File: config.mk
export PLATFORM = sky130hd
export DESIGN_NAME = fixed_block_free_list_allocator_unit
export DESIGN_NICKNAME = d
export VERILOG_FILES = /design/src/design/fbfla_pkg.sv /design/src/design/fixed_block_free_list_allocator_unit.sv /design/src/design/fbfla_link_ram.sv /design/src/design/fbfla_mul_unit.sv /design/src/design/fbfla_ctrl.sv
export SDC_FILE = /design/constraint.sdc
export NUM_CORES = 2
export LEC_CHECK = 0
export BUFFER_PORTS_ARGS = -buffer_cell sky130_fd_sc_hd__buf_4
export CAP_MARGIN = 30
export CORE_ASPECT_RATIO = 1.75
export CORE_MARGIN = 10
export CORE_UTILIZATION = 55
export CTS_BUF_LIST = sky130_fd_sc_hd__clkbuf_4 sky130_fd_sc_hd__clkbuf_8 sky130_fd_sc_hd__clkbuf_16
export DETAILED_ROUTE_END_ITERATION = 16
export HOLD_SLACK_MARGIN = 0.03
export PLACE_DENSITY = 0.81
export SETUP_SLACK_MARGIN = 0.15
export SYNTH_ARGS = -nofsm -noshare
export SYNTH_HDL_FRONTEND = slang
export SYNTH_SLANG_ARGS = --single-unit
File: constraint.sdc
create_clock -name i_clk -period 16.1 [get_ports i_clk]
set_input_delay 2.415 -clock i_clk [delete_from_list [all_inputs] [get_ports i_clk]]
set_output_delay 2.415 -clock i_clk [all_outputs]
set_load 0.03 [all_outputs]
File: src/design/fbfla_pkg.sv
// Shared constants, codes and types of the block pool allocator.
`default_nettype none
package fbfla_pkg;

    localparam int NUM_BLOCKS      = 256;
    localparam int CAPACITY        = (NUM_BLOCKS < 256) ? NUM_BLOCKS : 256;
    localparam int LINK_AW         = (CAPACITY > 1) ? $clog2(CAPACITY) : 1;
    localparam int IDX_W           = 8;
    localparam int CNT_W           = 9;
    localparam int BSIZE_W         = 16;
    localparam int BYTES_W         = 24;
    localparam int TALLY_W         = 32;
    localparam int CFG_AW          = 2;
    localparam int CFG_DW          = 16;

    localparam logic [CNT_W-1:0] DEFAULT_INITIAL = 9'd64;
    localparam logic [CNT_W-1:0] CAP_CNT         = CNT_W'(CAPACITY);

    // opcodes
    localparam logic [1:0] OP_ALLOC = 2'd0;
    localparam logic [1:0] OP_FREE  = 2'd1;
    localparam logic [1:0] OP_RESET = 2'd2;

    // status codes
    localparam logic [1:0] ST_OK        = 2'd0;
    localparam logic [1:0] ST_EXHAUSTED = 2'd1;
    localparam logic [1:0] ST_INVALID   = 2'd2;

    // register indexes
    localparam logic [CFG_AW-1:0] CFG_INITIAL = 2'd0;
    localparam logic [CFG_AW-1:0] CFG_MAX     = 2'd1;
    localparam logic [CFG_AW-1:0] CFG_BSIZE   = 2'd2;

    typedef struct packed {
        logic               we;
        logic [LINK_AW-1:0] addr;
        logic [IDX_W-1:0]   wdata;
    } t_ram_req;

    // result word, status in the lowest bits
    typedef struct packed {
        logic [TALLY_W-1:0] frees_done;
        logic [TALLY_W-1:0] allocs_done;
        logic [BYTES_W-1:0] byte_used;
        logic [BYTES_W-1:0] byte_total;
        logic [CNT_W-1:0]   free_left;
        logic [CNT_W-1:0]   used_count;
        logic [CNT_W-1:0]   total_count;
        logic [IDX_W-1:0]   alloc_index;
        logic [1:0]         status;
    } t_result;

endpackage
`default_nettype wire

File: src/design/fixed_block_free_list_allocator_unit.sv
// Top level of the fixed-size block pool allocator with a LIFO free list.
//
//  channel   dir  handshake                       payload
//  s_axis    in   i_s_axis_tvalid/o_s_axis_tready  opcode, block_index
//  m_axis    out  o_m_axis_tvalid/i_m_axis_tready  status and pool statistics
//  cfg       in   i_cfg_we                         i_cfg_addr, i_cfg_wdata
//
// Allocate, free and ignored opcodes step through S_EXEC (uses the link-memory read),
// S_MUL0, S_MUL1 and S_MUL2 (two passes through the shared multiplier) and S_OUT,
// which writes the result; s_axis is ready again in the cycle the result appears.
// Reset pool adds a rebuild walk over the effective initial blocks,
// one link-memory write per cycle.
// After i_rst_n the same walk runs (64 blocks by default) before s_axis is ready.
// A finished result waits in the output register; the next word is taken
// meanwhile, and only the final write to the output stalls on m_axis.
`default_nettype none
module fixed_block_free_list_allocator_unit
    import fbfla_pkg::*;
(
    input  wire logic               i_clk,
    input  wire logic               i_rst_n,
    input  wire logic               i_cfg_we,
    input  wire logic [CFG_AW-1:0]  i_cfg_addr,
    input  wire logic [CFG_DW-1:0]  i_cfg_wdata,
    input  wire logic               i_s_axis_tvalid,
    output logic                    o_s_axis_tready,
    // [1:0] opcode, [9:2] block_index, [15:10] zero
    input  wire logic [15:0]        i_s_axis_tdata,
    output logic                    o_m_axis_tvalid,
    input  wire logic               i_m_axis_tready,
    // [1:0] status, [9:2] alloc_index, [18:10] total_count, [27:19] used_count,
    // [36:28] free_left, [60:37] byte_total, [84:61] byte_used,
    // [116:85] allocs_done, [148:117] frees_done, [151:149] zero
    output logic [151:0]            o_m_axis_tdata
);

    t_ram_req             w_ram_req;
    logic [IDX_W-1:0]     w_ram_rdata;
    logic [CNT_W-1:0]     w_mul_count;
    logic [BSIZE_W-1:0]   w_mul_bsize;
    logic [BYTES_W-1:0]   w_mul_bytes;
    t_result              w_res;

    fbfla_ctrl u_ctrl (
        .i_clk       (i_clk),
        .i_rst_n     (i_rst_n),
        .i_cfg_we    (i_cfg_we),
        .i_cfg_addr  (i_cfg_addr),
        .i_cfg_wdata (i_cfg_wdata),
        .i_req_valid (i_s_axis_tvalid),
        .i_req_op    (i_s_axis_tdata[1:0]),
        .i_req_idx   (i_s_axis_tdata[9:2]),
        .o_req_ready (o_s_axis_tready),
        .o_res_valid (o_m_axis_tvalid),
        .i_res_ready (i_m_axis_tready),
        .o_res       (w_res),
        .o_ram_req   (w_ram_req),
        .i_ram_rdata (w_ram_rdata),
        .o_mul_count (w_mul_count),
        .o_mul_bsize (w_mul_bsize),
        .i_mul_bytes (w_mul_bytes)
    );

    fbfla_link_ram u_link_ram (
        .i_clk   (i_clk),
        .i_req   (w_ram_req),
        .o_rdata (w_ram_rdata)
    );

    fbfla_mul_unit u_mul (
        .i_clk   (i_clk),
        .i_count (w_mul_count),
        .i_bsize (w_mul_bsize),
        .o_bytes (w_mul_bytes)
    );

    assign o_m_axis_tdata = {3'b000, w_res};

endmodule
`default_nettype wire

File: src/design/fbfla_link_ram.sv
// Link memory of the free list: one port, registered read data.
`default_nettype none
module fbfla_link_ram
    import fbfla_pkg::*;
(
    input  wire logic             i_clk,
    input  wire t_ram_req         i_req,
    output logic [IDX_W-1:0]      o_rdata
);

    logic [IDX_W-1:0] r_mem [CAPACITY];

    always_ff @(posedge i_clk) begin
        if (i_req.we) begin
            r_mem[i_req.addr] <= i_req.wdata;
        end
        o_rdata <= r_mem[i_req.addr];
    end

endmodule
`default_nettype wire

File: src/design/fbfla_mul_unit.sv
// Shared block-count by block-size multiplier, registered product.
`default_nettype none
module fbfla_mul_unit
    import fbfla_pkg::*;
(
    input  wire logic               i_clk,
    input  wire logic [CNT_W-1:0]   i_count,
    input  wire logic [BSIZE_W-1:0] i_bsize,
    output logic [BYTES_W-1:0]      o_bytes
);

    logic [CNT_W+BSIZE_W-1:0] w_full;

    assign w_full = (CNT_W+BSIZE_W)'(i_count) * (CNT_W+BSIZE_W)'(i_bsize);

    always_ff @(posedge i_clk) begin
        o_bytes <= w_full[BYTES_W-1:0];
    end

endmodule
`default_nettype wire

File: src/design/fbfla_ctrl.sv
// Sequencer: list rebuild walk, allocate/free update, statistics and result register.
`default_nettype none
module fbfla_ctrl
    import fbfla_pkg::*;
(
    input  wire logic               i_clk,
    input  wire logic               i_rst_n,
    // config
    input  wire logic               i_cfg_we,
    input  wire logic [CFG_AW-1:0]  i_cfg_addr,
    input  wire logic [CFG_DW-1:0]  i_cfg_wdata,
    // request
    input  wire logic               i_req_valid,
    input  wire logic [1:0]         i_req_op,
    input  wire logic [IDX_W-1:0]   i_req_idx,
    output logic                    o_req_ready,
    // result
    output logic                    o_res_valid,
    input  wire logic               i_res_ready,
    output t_result                 o_res,
    // link memory
    output t_ram_req                o_ram_req,
    input  wire logic [IDX_W-1:0]   i_ram_rdata,
    // multiplier
    output logic [CNT_W-1:0]        o_mul_count,
    output logic [BSIZE_W-1:0]      o_mul_bsize,
    input  wire logic [BYTES_W-1:0] i_mul_bytes
);

    typedef enum logic [2:0] {
        S_INIT, S_IDLE, S_EXEC, S_MUL0, S_MUL1, S_MUL2, S_OUT
    } t_state;

    t_state               r_state;
    logic [CNT_W-1:0]     r_pos;
    logic                 r_pend;
    logic [CNT_W-1:0]     r_initial;
    logic [CNT_W-1:0]     r_max;
    logic [BSIZE_W-1:0]   r_bsize;
    logic [IDX_W-1:0]     r_head;
    logic                 r_empty;
    logic [CNT_W-1:0]     r_total;
    logic [CNT_W-1:0]     r_used;
    logic [TALLY_W-1:0]   r_allocs;
    logic [TALLY_W-1:0]   r_frees;
    logic [1:0]           r_op;
    logic [IDX_W-1:0]     r_idx;
    logic [1:0]           r_status;
    logic [IDX_W-1:0]     r_given;
    logic [BYTES_W-1:0]   r_tbytes;
    logic [BYTES_W-1:0]   r_ubytes;

    logic [CNT_W-1:0]     w_init_n;
    logic [CNT_W-1:0]     w_cap;
    logic [CNT_W-1:0]     w_pos_m1;
    logic [CNT_W-1:0]     w_used_p1;
    logic                 w_walk;
    logic                 w_free_ok;

    // effective initial count (0 = default) and cap (0 = none), clipped to capacity
    always_comb begin
        if (r_initial == '0) begin
            w_init_n = DEFAULT_INITIAL;
        end else if (r_initial > CAP_CNT) begin
            w_init_n = CAP_CNT;
        end else begin
            w_init_n = r_initial;
        end
        if (r_max != '0 && r_max < CAP_CNT) begin
            w_cap = r_max;
        end else begin
            w_cap = CAP_CNT;
        end
    end

    assign w_pos_m1  = r_pos - 9'd1;
    assign w_used_p1 = r_used + 9'd1;
    assign w_walk    = (r_pos < w_init_n);
    assign w_free_ok = ({1'b0, r_idx} < r_total) && (r_used != '0);

    // memory port: rebuild writes, head read on accept, link write on free
    always_comb begin
        o_ram_req.we    = 1'b0;
        o_ram_req.addr  = r_head[LINK_AW-1:0];
        o_ram_req.wdata = r_head;
        if (r_state == S_INIT && w_walk) begin
            o_ram_req.we    = 1'b1;
            o_ram_req.addr  = r_pos[LINK_AW-1:0];
            o_ram_req.wdata = w_pos_m1[IDX_W-1:0];
        end else if (r_state == S_EXEC && r_op == OP_FREE && w_free_ok) begin
            o_ram_req.we    = 1'b1;
            o_ram_req.addr  = r_idx[LINK_AW-1:0];
        end
    end

    assign o_mul_count = (r_state == S_MUL0) ? r_total : r_used;
    assign o_mul_bsize = r_bsize;
    assign o_req_ready = (r_state == S_IDLE);

    always_ff @(posedge i_clk) begin
        if (!i_rst_n) begin
            r_state     <= S_INIT;
            r_pos       <= 9'd1;
            r_pend      <= 1'b0;
            r_initial   <= DEFAULT_INITIAL;
            r_max       <= '0;
            r_bsize     <= 16'd64;
            r_head      <= '0;
            r_empty     <= 1'b0;
            r_total     <= '0;
            r_used      <= '0;
            r_allocs    <= '0;
            r_frees     <= '0;
            o_res_valid <= 1'b0;
        end else begin
            if (i_cfg_we) begin
                unique case (i_cfg_addr)
                    CFG_INITIAL: r_initial <= i_cfg_wdata[CNT_W-1:0];
                    CFG_MAX:     r_max     <= i_cfg_wdata[CNT_W-1:0];
                    CFG_BSIZE:   r_bsize   <= i_cfg_wdata;
                    default: ;
                endcase
            end
            // S_OUT handles the output register itself
            if (o_res_valid && i_res_ready && r_state != S_OUT) begin
                o_res_valid <= 1'b0;
            end
            unique case (r_state)
                S_INIT: begin
                    // entry i links to i-1, one entry per cycle
                    if (w_walk) begin
                        r_pos <= r_pos + 9'd1;
                    end else begin
                        r_head  <= w_init_n[IDX_W-1:0] - 8'd1;
                        r_empty <= 1'b0;
                        r_total <= w_init_n;
                        r_used  <= '0;
                        r_pend  <= 1'b0;
                        r_state <= r_pend ? S_MUL0 : S_IDLE;
                    end
                end
                S_IDLE: begin
                    if (i_req_valid) begin
                        r_op    <= i_req_op;
                        r_idx   <= i_req_idx;
                        r_state <= S_EXEC;
                    end
                end
                S_EXEC: begin
                    unique case (r_op)
                        OP_ALLOC: begin
                            r_state <= S_MUL0;
                            if (!r_empty) begin
                                r_status <= ST_OK;
                                r_given  <= r_head;
                                r_used   <= w_used_p1;
                                r_allocs <= r_allocs + 32'd1;
                                r_empty  <= (w_used_p1 >= r_total);
                                if (w_used_p1 < r_total) begin
                                    r_head <= i_ram_rdata;
                                end
                            end else if (r_total >= w_cap) begin
                                r_status <= ST_EXHAUSTED;
                                r_given  <= '0;
                            end else begin
                                // grow by one fresh block
                                r_status <= ST_OK;
                                r_given  <= r_total[IDX_W-1:0];
                                r_total  <= r_total + 9'd1;
                                r_used   <= w_used_p1;
                                r_allocs <= r_allocs + 32'd1;
                                r_empty  <= 1'b1;
                            end
                        end
                        OP_FREE: begin
                            r_state <= S_MUL0;
                            r_given <= '0;
                            if (w_free_ok) begin
                                r_status <= ST_OK;
                                r_head   <= r_idx;
                                r_empty  <= 1'b0;
                                r_used   <= r_used - 9'd1;
                                r_frees  <= r_frees + 32'd1;
                            end else begin
                                r_status <= ST_INVALID;
                            end
                        end
                        OP_RESET: begin
                            r_status <= ST_OK;
                            r_given  <= '0;
                            r_pos    <= 9'd1;
                            r_pend   <= 1'b1;
                            r_state  <= S_INIT;
                        end
                        default: begin
                            r_status <= ST_OK;
                            r_given  <= '0;
                            r_state  <= S_MUL0;
                        end
                    endcase
                end
                S_MUL0: r_state <= S_MUL1;
                S_MUL1: begin
                    r_tbytes <= i_mul_bytes;
                    r_state  <= S_MUL2;
                end
                S_MUL2: begin
                    r_ubytes <= i_mul_bytes;
                    r_state  <= S_OUT;
                end
                S_OUT: begin
                    if (!o_res_valid || i_res_ready) begin
                        o_res_valid       <= 1'b1;
                        o_res.status      <= r_status;
                        o_res.alloc_index <= r_given;
                        o_res.total_count <= r_total;
                        o_res.used_count  <= r_used;
                        o_res.free_left   <= r_total - r_used;
                        o_res.byte_total  <= r_tbytes;
                        o_res.byte_used   <= r_ubytes;
                        o_res.allocs_done <= r_allocs;
                        o_res.frees_done  <= r_frees;
                        r_state           <= S_IDLE;
                    end
                end
                default: r_state <= S_IDLE;
            endcase
        end
    end

endmodule
`default_nettype wire

Word level (Yosys, flattened, before mapping)
Memories as Yosys holds them, arrays and structs flattened. A register that Yosys moved wholly into a read port is not among the register bits.
Index checks and enable logic that the tools add are counted.
{"block": "word_totals", "register_bits": 380, "latch_bits": 0, "ramBits": 2048, "rom_bits": 0, "inputBits": 39, "output_inout_bits": 154, "mem_count": 1}
{"memory": "u_link_ram.r_mem", "depth": 256, "width": 8, "read_ports": 1, "rd_ports_with_merged_regs": 1, "write_ports": 1, "line_no": "fbfla_link_ram.sv:11", "rtl": "logic [IDX_W-1:0] r_mem [CAPACITY];"}
{"block": "classes", "n_addsub": 9, "multipliers": 1, "n_div": 0, "order_cmp": 7, "eq_ne": 25, "n_shift": 0, "n_mux": 53, "bitwise": 0, "n_reduce_logical": 33}
{"op": "$mux 9", "count": 16}
{"op": "$pmux 9 s2", "count": 4}
{"op": "$add 32x1->32 const B", "count": 2}
{"op": "$mux 32", "count": 2}
{"op": "$mux 8", "count": 7}
{"op": "$pmux 8 s2", "count": 2}
{"op": "$add 9x1->9 const B", "count": 3}
{"op": "$mul 9x16->24", "count": 1}
{"op": "$pmux 3 s7", "count": 1}
{"op": "$reduce_and 3->1", "count": 7}
{"op": "$ge 9x9->1", "count": 2}
{"op": "$lt 9x9->1", "count": 2}
{"op": "$reduce_bool 9->1", "count": 2}
{"op": "$sub 8x1->8 const B", "count": 2}
{"op": "$ne 2x2->1 const B", "count": 6}
{"op": "$ne 3x3->1 const B", "count": 4}
{"op": "$reduce_and 2->1", "count": 6}
{"op": "$mux 1", "count": 10}
{"op": "$reduce_and 5->1", "count": 2}
{"op": "$eq 3x3->1 const B", "count": 3}
{"op": "$gt 9x9->1 const B", "count": 1}
{"op": "$logic_not 9->1", "count": 1}
{"op": "$lt 8x9->1", "count": 1}
{"op": "$lt 9x9->1 const B", "count": 1}
{"op": "other kinds (21)", "count": 40}

Longest topological paths before layout
{"block": "depth", "ltp_word": 8, "mapped_depth": 28}

Hierarchy
A second synthesis with hierarchy kept.
{"block": "unflattened", "cells_unflattened": 5434, "hier_area_um2": 98562.0}
{"module": "fbfla_link_ram", "instances": 1, "cells_per_inst": 3547, "area_each_um2": 78492.8}
{"module": "fbfla_ctrl", "instances": 1, "cells_per_inst": 1315, "area_each_um2": 15006.9}
{"module": "fbfla_mul_unit", "instances": 1, "cells_per_inst": 568, "area_each_um2": 5036.1}
{"module": "fixed_block_free_list_allocator_unit", "instances": 1, "cells_per_inst": 4, "area_each_um2": 26.3}

Worst setup path before layout
No wires, ideal clock.
{"block": "synth_timing", "path_type": "flip-flop to flip-flop", "start": "reg u_ctrl.r_initial[2]", "end": "mem u_link_ram.r_mem[0][4] (data pin)", "setup_time_ps": 2187, "t_arrival_ps": 12483, "required_time_ps": 13913, "slack_ps": 1430, "path_stages_with_launch": 13, "n_path_buf": 3, "period_less_slack_ps": 14670, "cell_sequence": "dfxtp_1 -> nor4_1 -> a21oi_1 -> nor2_1 -> inv_1 -> ha_1 -> a211oi_1 -> nor2_1 -> a2111o_1 -> buf_2 -> clkbuf_1 -> clkbuf_1 -> o21ai_0"}
{"item": "start, declared", "line_no": "fbfla_ctrl.sv:37", "rtl": "logic [CNT_W-1:0] r_initial;"}
{"item": "start signal, assigned", "line_no": "fbfla_ctrl.sv:118", "rtl": "CFG_INITIAL: r_initial <= i_cfg_wdata[CNT_W-1:0];"}
{"item": "end, declared", "line_no": "fbfla_link_ram.sv:11"}

Worst setup path in the final report
{"block": "layout_timing", "start": "reg u_ctrl.r_initial[2]", "end": "reg u_link_ram.o_rdata[0] (read register of u_link_ram.r_mem)"}
{"block": "layout_between", "elab_chain_len": 6}
{"item": "$gt 9x9->1", "line_no": "fbfla_ctrl.sv:64", "rtl": "end else if (r_initial > CAP_CNT) begin"}
{"item": "$mux 9", "line_no": "fbfla_ctrl.sv:64"}
{"item": "$mux 9 (*)", "line_no": "fbfla_ctrl.sv:62", "rtl": "if (r_initial == '0) begin"}
{"item": "$lt 9x9->1 (*)", "line_no": "fbfla_ctrl.sv:78", "rtl": "assign w_walk = (r_pos < w_init_n);"}
{"item": "$logic_and 1x1->1 (*)", "line_no": "fbfla_ctrl.sv:86", "rtl": "if (r_state == S_INIT && w_walk) begin"}
{"item": "$mux 9 (*)", "line_no": "fbfla_ctrl.sv:86"}
{"item": "end, declared", "line_no": "fbfla_link_ram.sv:8", "rtl": "output logic [IDX_W-1:0] o_rdata"}
Mark *: on every way between the ends. The rest lies on a longest branch, timed or not.
A chain may end at the register's enable or synchronous reset.

==> results.py <==
metrics = {
    "min_path": {
        "min_from": "u_ctrl.r_tbytes[23]",
        "hp-class": "reg2reg",
    },
    "die": {
        "dieArea_um2": 200000,
        "io_pins": 193,
        "core_area_um2": 182000,
        "initial_core_util": 0.552,
        "die_y_um": 585,
        "fp-row-count": 207,
        "dieWidth_um": 343,
    },
    "finish": {
        "nNetsFinal": 7071,
        "final_core_util": 0.607,
        "fillers": 12500,
        "final_layout_size_suffix_gt1_frac": 0.117,
        "final_area_um2": 110000,
        "area_growth_pct": 10.1,
    },
    "power": {
        "power_uw": 15700,
        "worst_ir_drop_vdd_v": 0.000135,
        "p_leak_uw": 0.0372,
        "powerDensity_nw_per_um2": 142,
    },
    "synth": {
        "synthAdderAreaFrac": 0.0313,
        "synthTopCellsByArea": "edfxtp_1 (68%), mux2i_1 (4.3%), mux4_2 (3.6%)",
        "ys_seq_area_frac": 0.713,
        "synthArstFlopShare": 0,
        "synthSimpleGateAreaFrac": 0.0930,
        "synthXorXnorAreaFrac": 0.00647,
        "post-synth-top-count-cell": "edfxtp_1",
        "netlist-cell-type-count": 84,
        "synth_top_cells_by_count": "edfxtp_1 (2265), nand2_1 (953), nand3_1 (466)",
        "ys_ff_latch": 2436,
        "synth_edf_count": 2265,
        "synth_ff_type": "edfxtp_1",
        "synthMuxAreaShare": 0.0790,
        "yosysTopAreaCell": "edfxtp_1",
        "synth_top_family_by_area": "simple AND/OR/NAND/NOR gates",
        "yosysWarnings": 0,
        "synth.cell_area_um2": 100000,
        "synth_cells": 6746,
        "avgSynthCellArea_um2": 14.8,
        "synth_compound_area_frac": 0.0511,
        "synth_top_cell_area_share": 0.679,
    },
    "timing": {
        "finalCriticalPeriod_ps": 7630,
        "period_share": 0.474,
        "fmax_mhz": 131,
        "setup-tns-final_ps": 0,
        "setup_ws_ps": 8470,
        "relSlewSlack": 0.201,
        "skew_ps": 54.6,
        "setup_viol": 0,
        "rsz0062_at_grt": "no",
        "finalHoldViolCount": 0,
        "drv_slew": 0,
        "worst_pin_slew_ps": 1200,
    },
    "clocking": {
        "cts_buffers": 192,
        "cts.sinks": 2436,
        "ctsRootBufferMaster": "clkbuf_16",
        "clockBufferDepth": 4,
        "cts_tree": "done",
        "postCtsHoldBufs": 0,
        "cts.clk_slew.worst_paths_ps": 70,
        "htreeDepth": 4,
        "cts.repair.resized": 0,
        "post_cts_buffers": 0,
        "worstSkewPairLatency_ps": 870,
    },
    "detailed_routing": {
        "vias_per_cell": 6.35,
        "first_pass_iters": 6,
        "ant_nets": 0,
        "wl_um": 254000,
        "drc": 0,
        "vias": 59600,
        "drt_iter0_drc": 7666,
        "wl_per_cell_um": 27.0,
    },
    "critical_path": {
        "cp-startpoint": "u_ctrl.r_initial[2]",
        "path_class": "reg2reg",
        "critical_path_required_ps": 16790,
        "cp-end-kind": "register",
        "cp_max_fo": 125,
        "timing.rr.start": "u_ctrl.r_initial[2]",
        "worstPathArrival_ps": 8320,
        "startpoint_type": "register",
    },
    "grt": {
        "grt_max_degree": 257,
        "antenna_found_initial": 2,
        "grt_first_pass_wirelength_um": 376000,
        "grt_usage": 0.248,
        "grt_pass1_vias": 59900,
        "overflow": 0,
    },
    "placement": {
        "placedInstanceArea_um2": 104000,
        "dp_hpwl_um": 157000,
        "portBuffers": 183,
        "gp_congestion": 0.968,
        "place_ws_ps": 8600,
    },
    "run": {
        "maxCapViolations": 0,
    },
    "status": {
        "status": "completed",
    },
}
## critical path, stage by stage (launching register included)
cell and delay [ps]:
dfxtp_1 340, nor4_1 370, a21oi_1 110, nor2_1 220, inv_1 120, ha_1 300, a211oi_1 230, nor2_1 130
a2111oi_4 320, buf_4 320, nand2_2 180, o21ai_4 110, buf_12 470, buf_4 600, buf_12 580, buf_4 430
buf_16 350, mux2i_1 240, o22ai_1 130, a311oi_1 390, a21oi_1 170, a211oi_1 950, nor4_1 90
## logic make-up (layout without fill, tap and decap cells)
group                      Yosys count  count (layout)
AOI/OAI and AO/OA                  781             781
DFF                               2436            2436
adders and majority gates          191             191
xor gates and xnor gates            74              74
and+or+nand+nor                   2105            2105
buffers and inverters              566             809
muxes                              592             592
other                                1               4
## where the power goes
group / internal (uW) / switching [uW] / leakage (uW)
clock network: 2610 / 2160 / 0.00312
registers: 7490 / 43.7 / 0.0222
logic: 936 / 2430 / 0.0119
## registers in the layout, summed over array words and instances (netlist names), 9 cells and up
signal and cells:
u_ctrl.o_mul_bsize 16, u_ctrl.o_res 149, u_ctrl.r_allocs 32, u_ctrl.r_frees 32, u_ctrl.r_initial 9, u_ctrl.r_max 9, u_ctrl.r_pos 9, u_ctrl.r_tbytes 24
u_ctrl.r_total 9, u_ctrl.r_ubytes 24, u_ctrl.r_used 9, u_link_ram.r_mem 2048, u_mul.o_bytes 24
## worst paths after layout
path	end	slack (ps)	cells past startpoint
setup / recovery	u_link_ram.o_rdata[0]	8470	22
hold / removal	u_ctrl.o_res[60]	420	0
setup reg to reg	u_link_ram.o_rdata[0]	8470	22
hold reg to reg	u_ctrl.o_res[60]	420	0
## cell usage in the layout (no fill, tap or decap), types with 12 or more instances in the layout
master,instances
and3_1,25
a21oi_1,228
buf_4,283
fa_1,99
bufinv_16,18
and2_1,32
a211oi_1,50
inv_1,158
dfxtp_1,171
edfxtp_1,2265
clkinvlp_4,12
clkinv_1,33
a31oi_1,35
xor2_1,33
clkbuf_16,195
o22ai_1,193
mux2i_1,432
nor2_1,367
a22oi_1,32
nor4_1,18
nand2_1,945
a32oi_1,16
nand3_1,466
nor3_1,27
mux4_2,159
xnor2_1,41
o21ai_0,44
clkinv_2,27
clkbuf_4,40
nand2b_1,57
ha_1,92
or3_1,13
nand4_1,32
nor2b_1,79
a21o_1,21
a311oi_1,63
## final cells by class
cell class,instances,area (um2),share of cell area
sequential,2436,71400,0.648
multi-input combinational,3746,26300,0.239
antenna,1,2.50,0.0000227
tap,2403,3010,0.0273
inverter,160,601,0.00545
timing repair buffer,305,2580,0.0234
clock buffer,238,5230,0.0474
clock inverter,106,1090,0.00990
## routing by layer
layer	wire [um]	share of wire	global-route usage
met5	0	0	0
met4	21700	0.086	0.182
met3	22500	0.089	0.0429
met2	129000	0.51	0.429
met1	80700	0.32	0.274
## through the flow
stage	std cells	hold slack, ps
after global routing	9395	425
final	9395	420
after floorplan	6748	400
after detailed placement	9039	405
after CTS	9383	418
after global placement	9035	401
No activity file was read; power rests on OpenSTA's default activity.
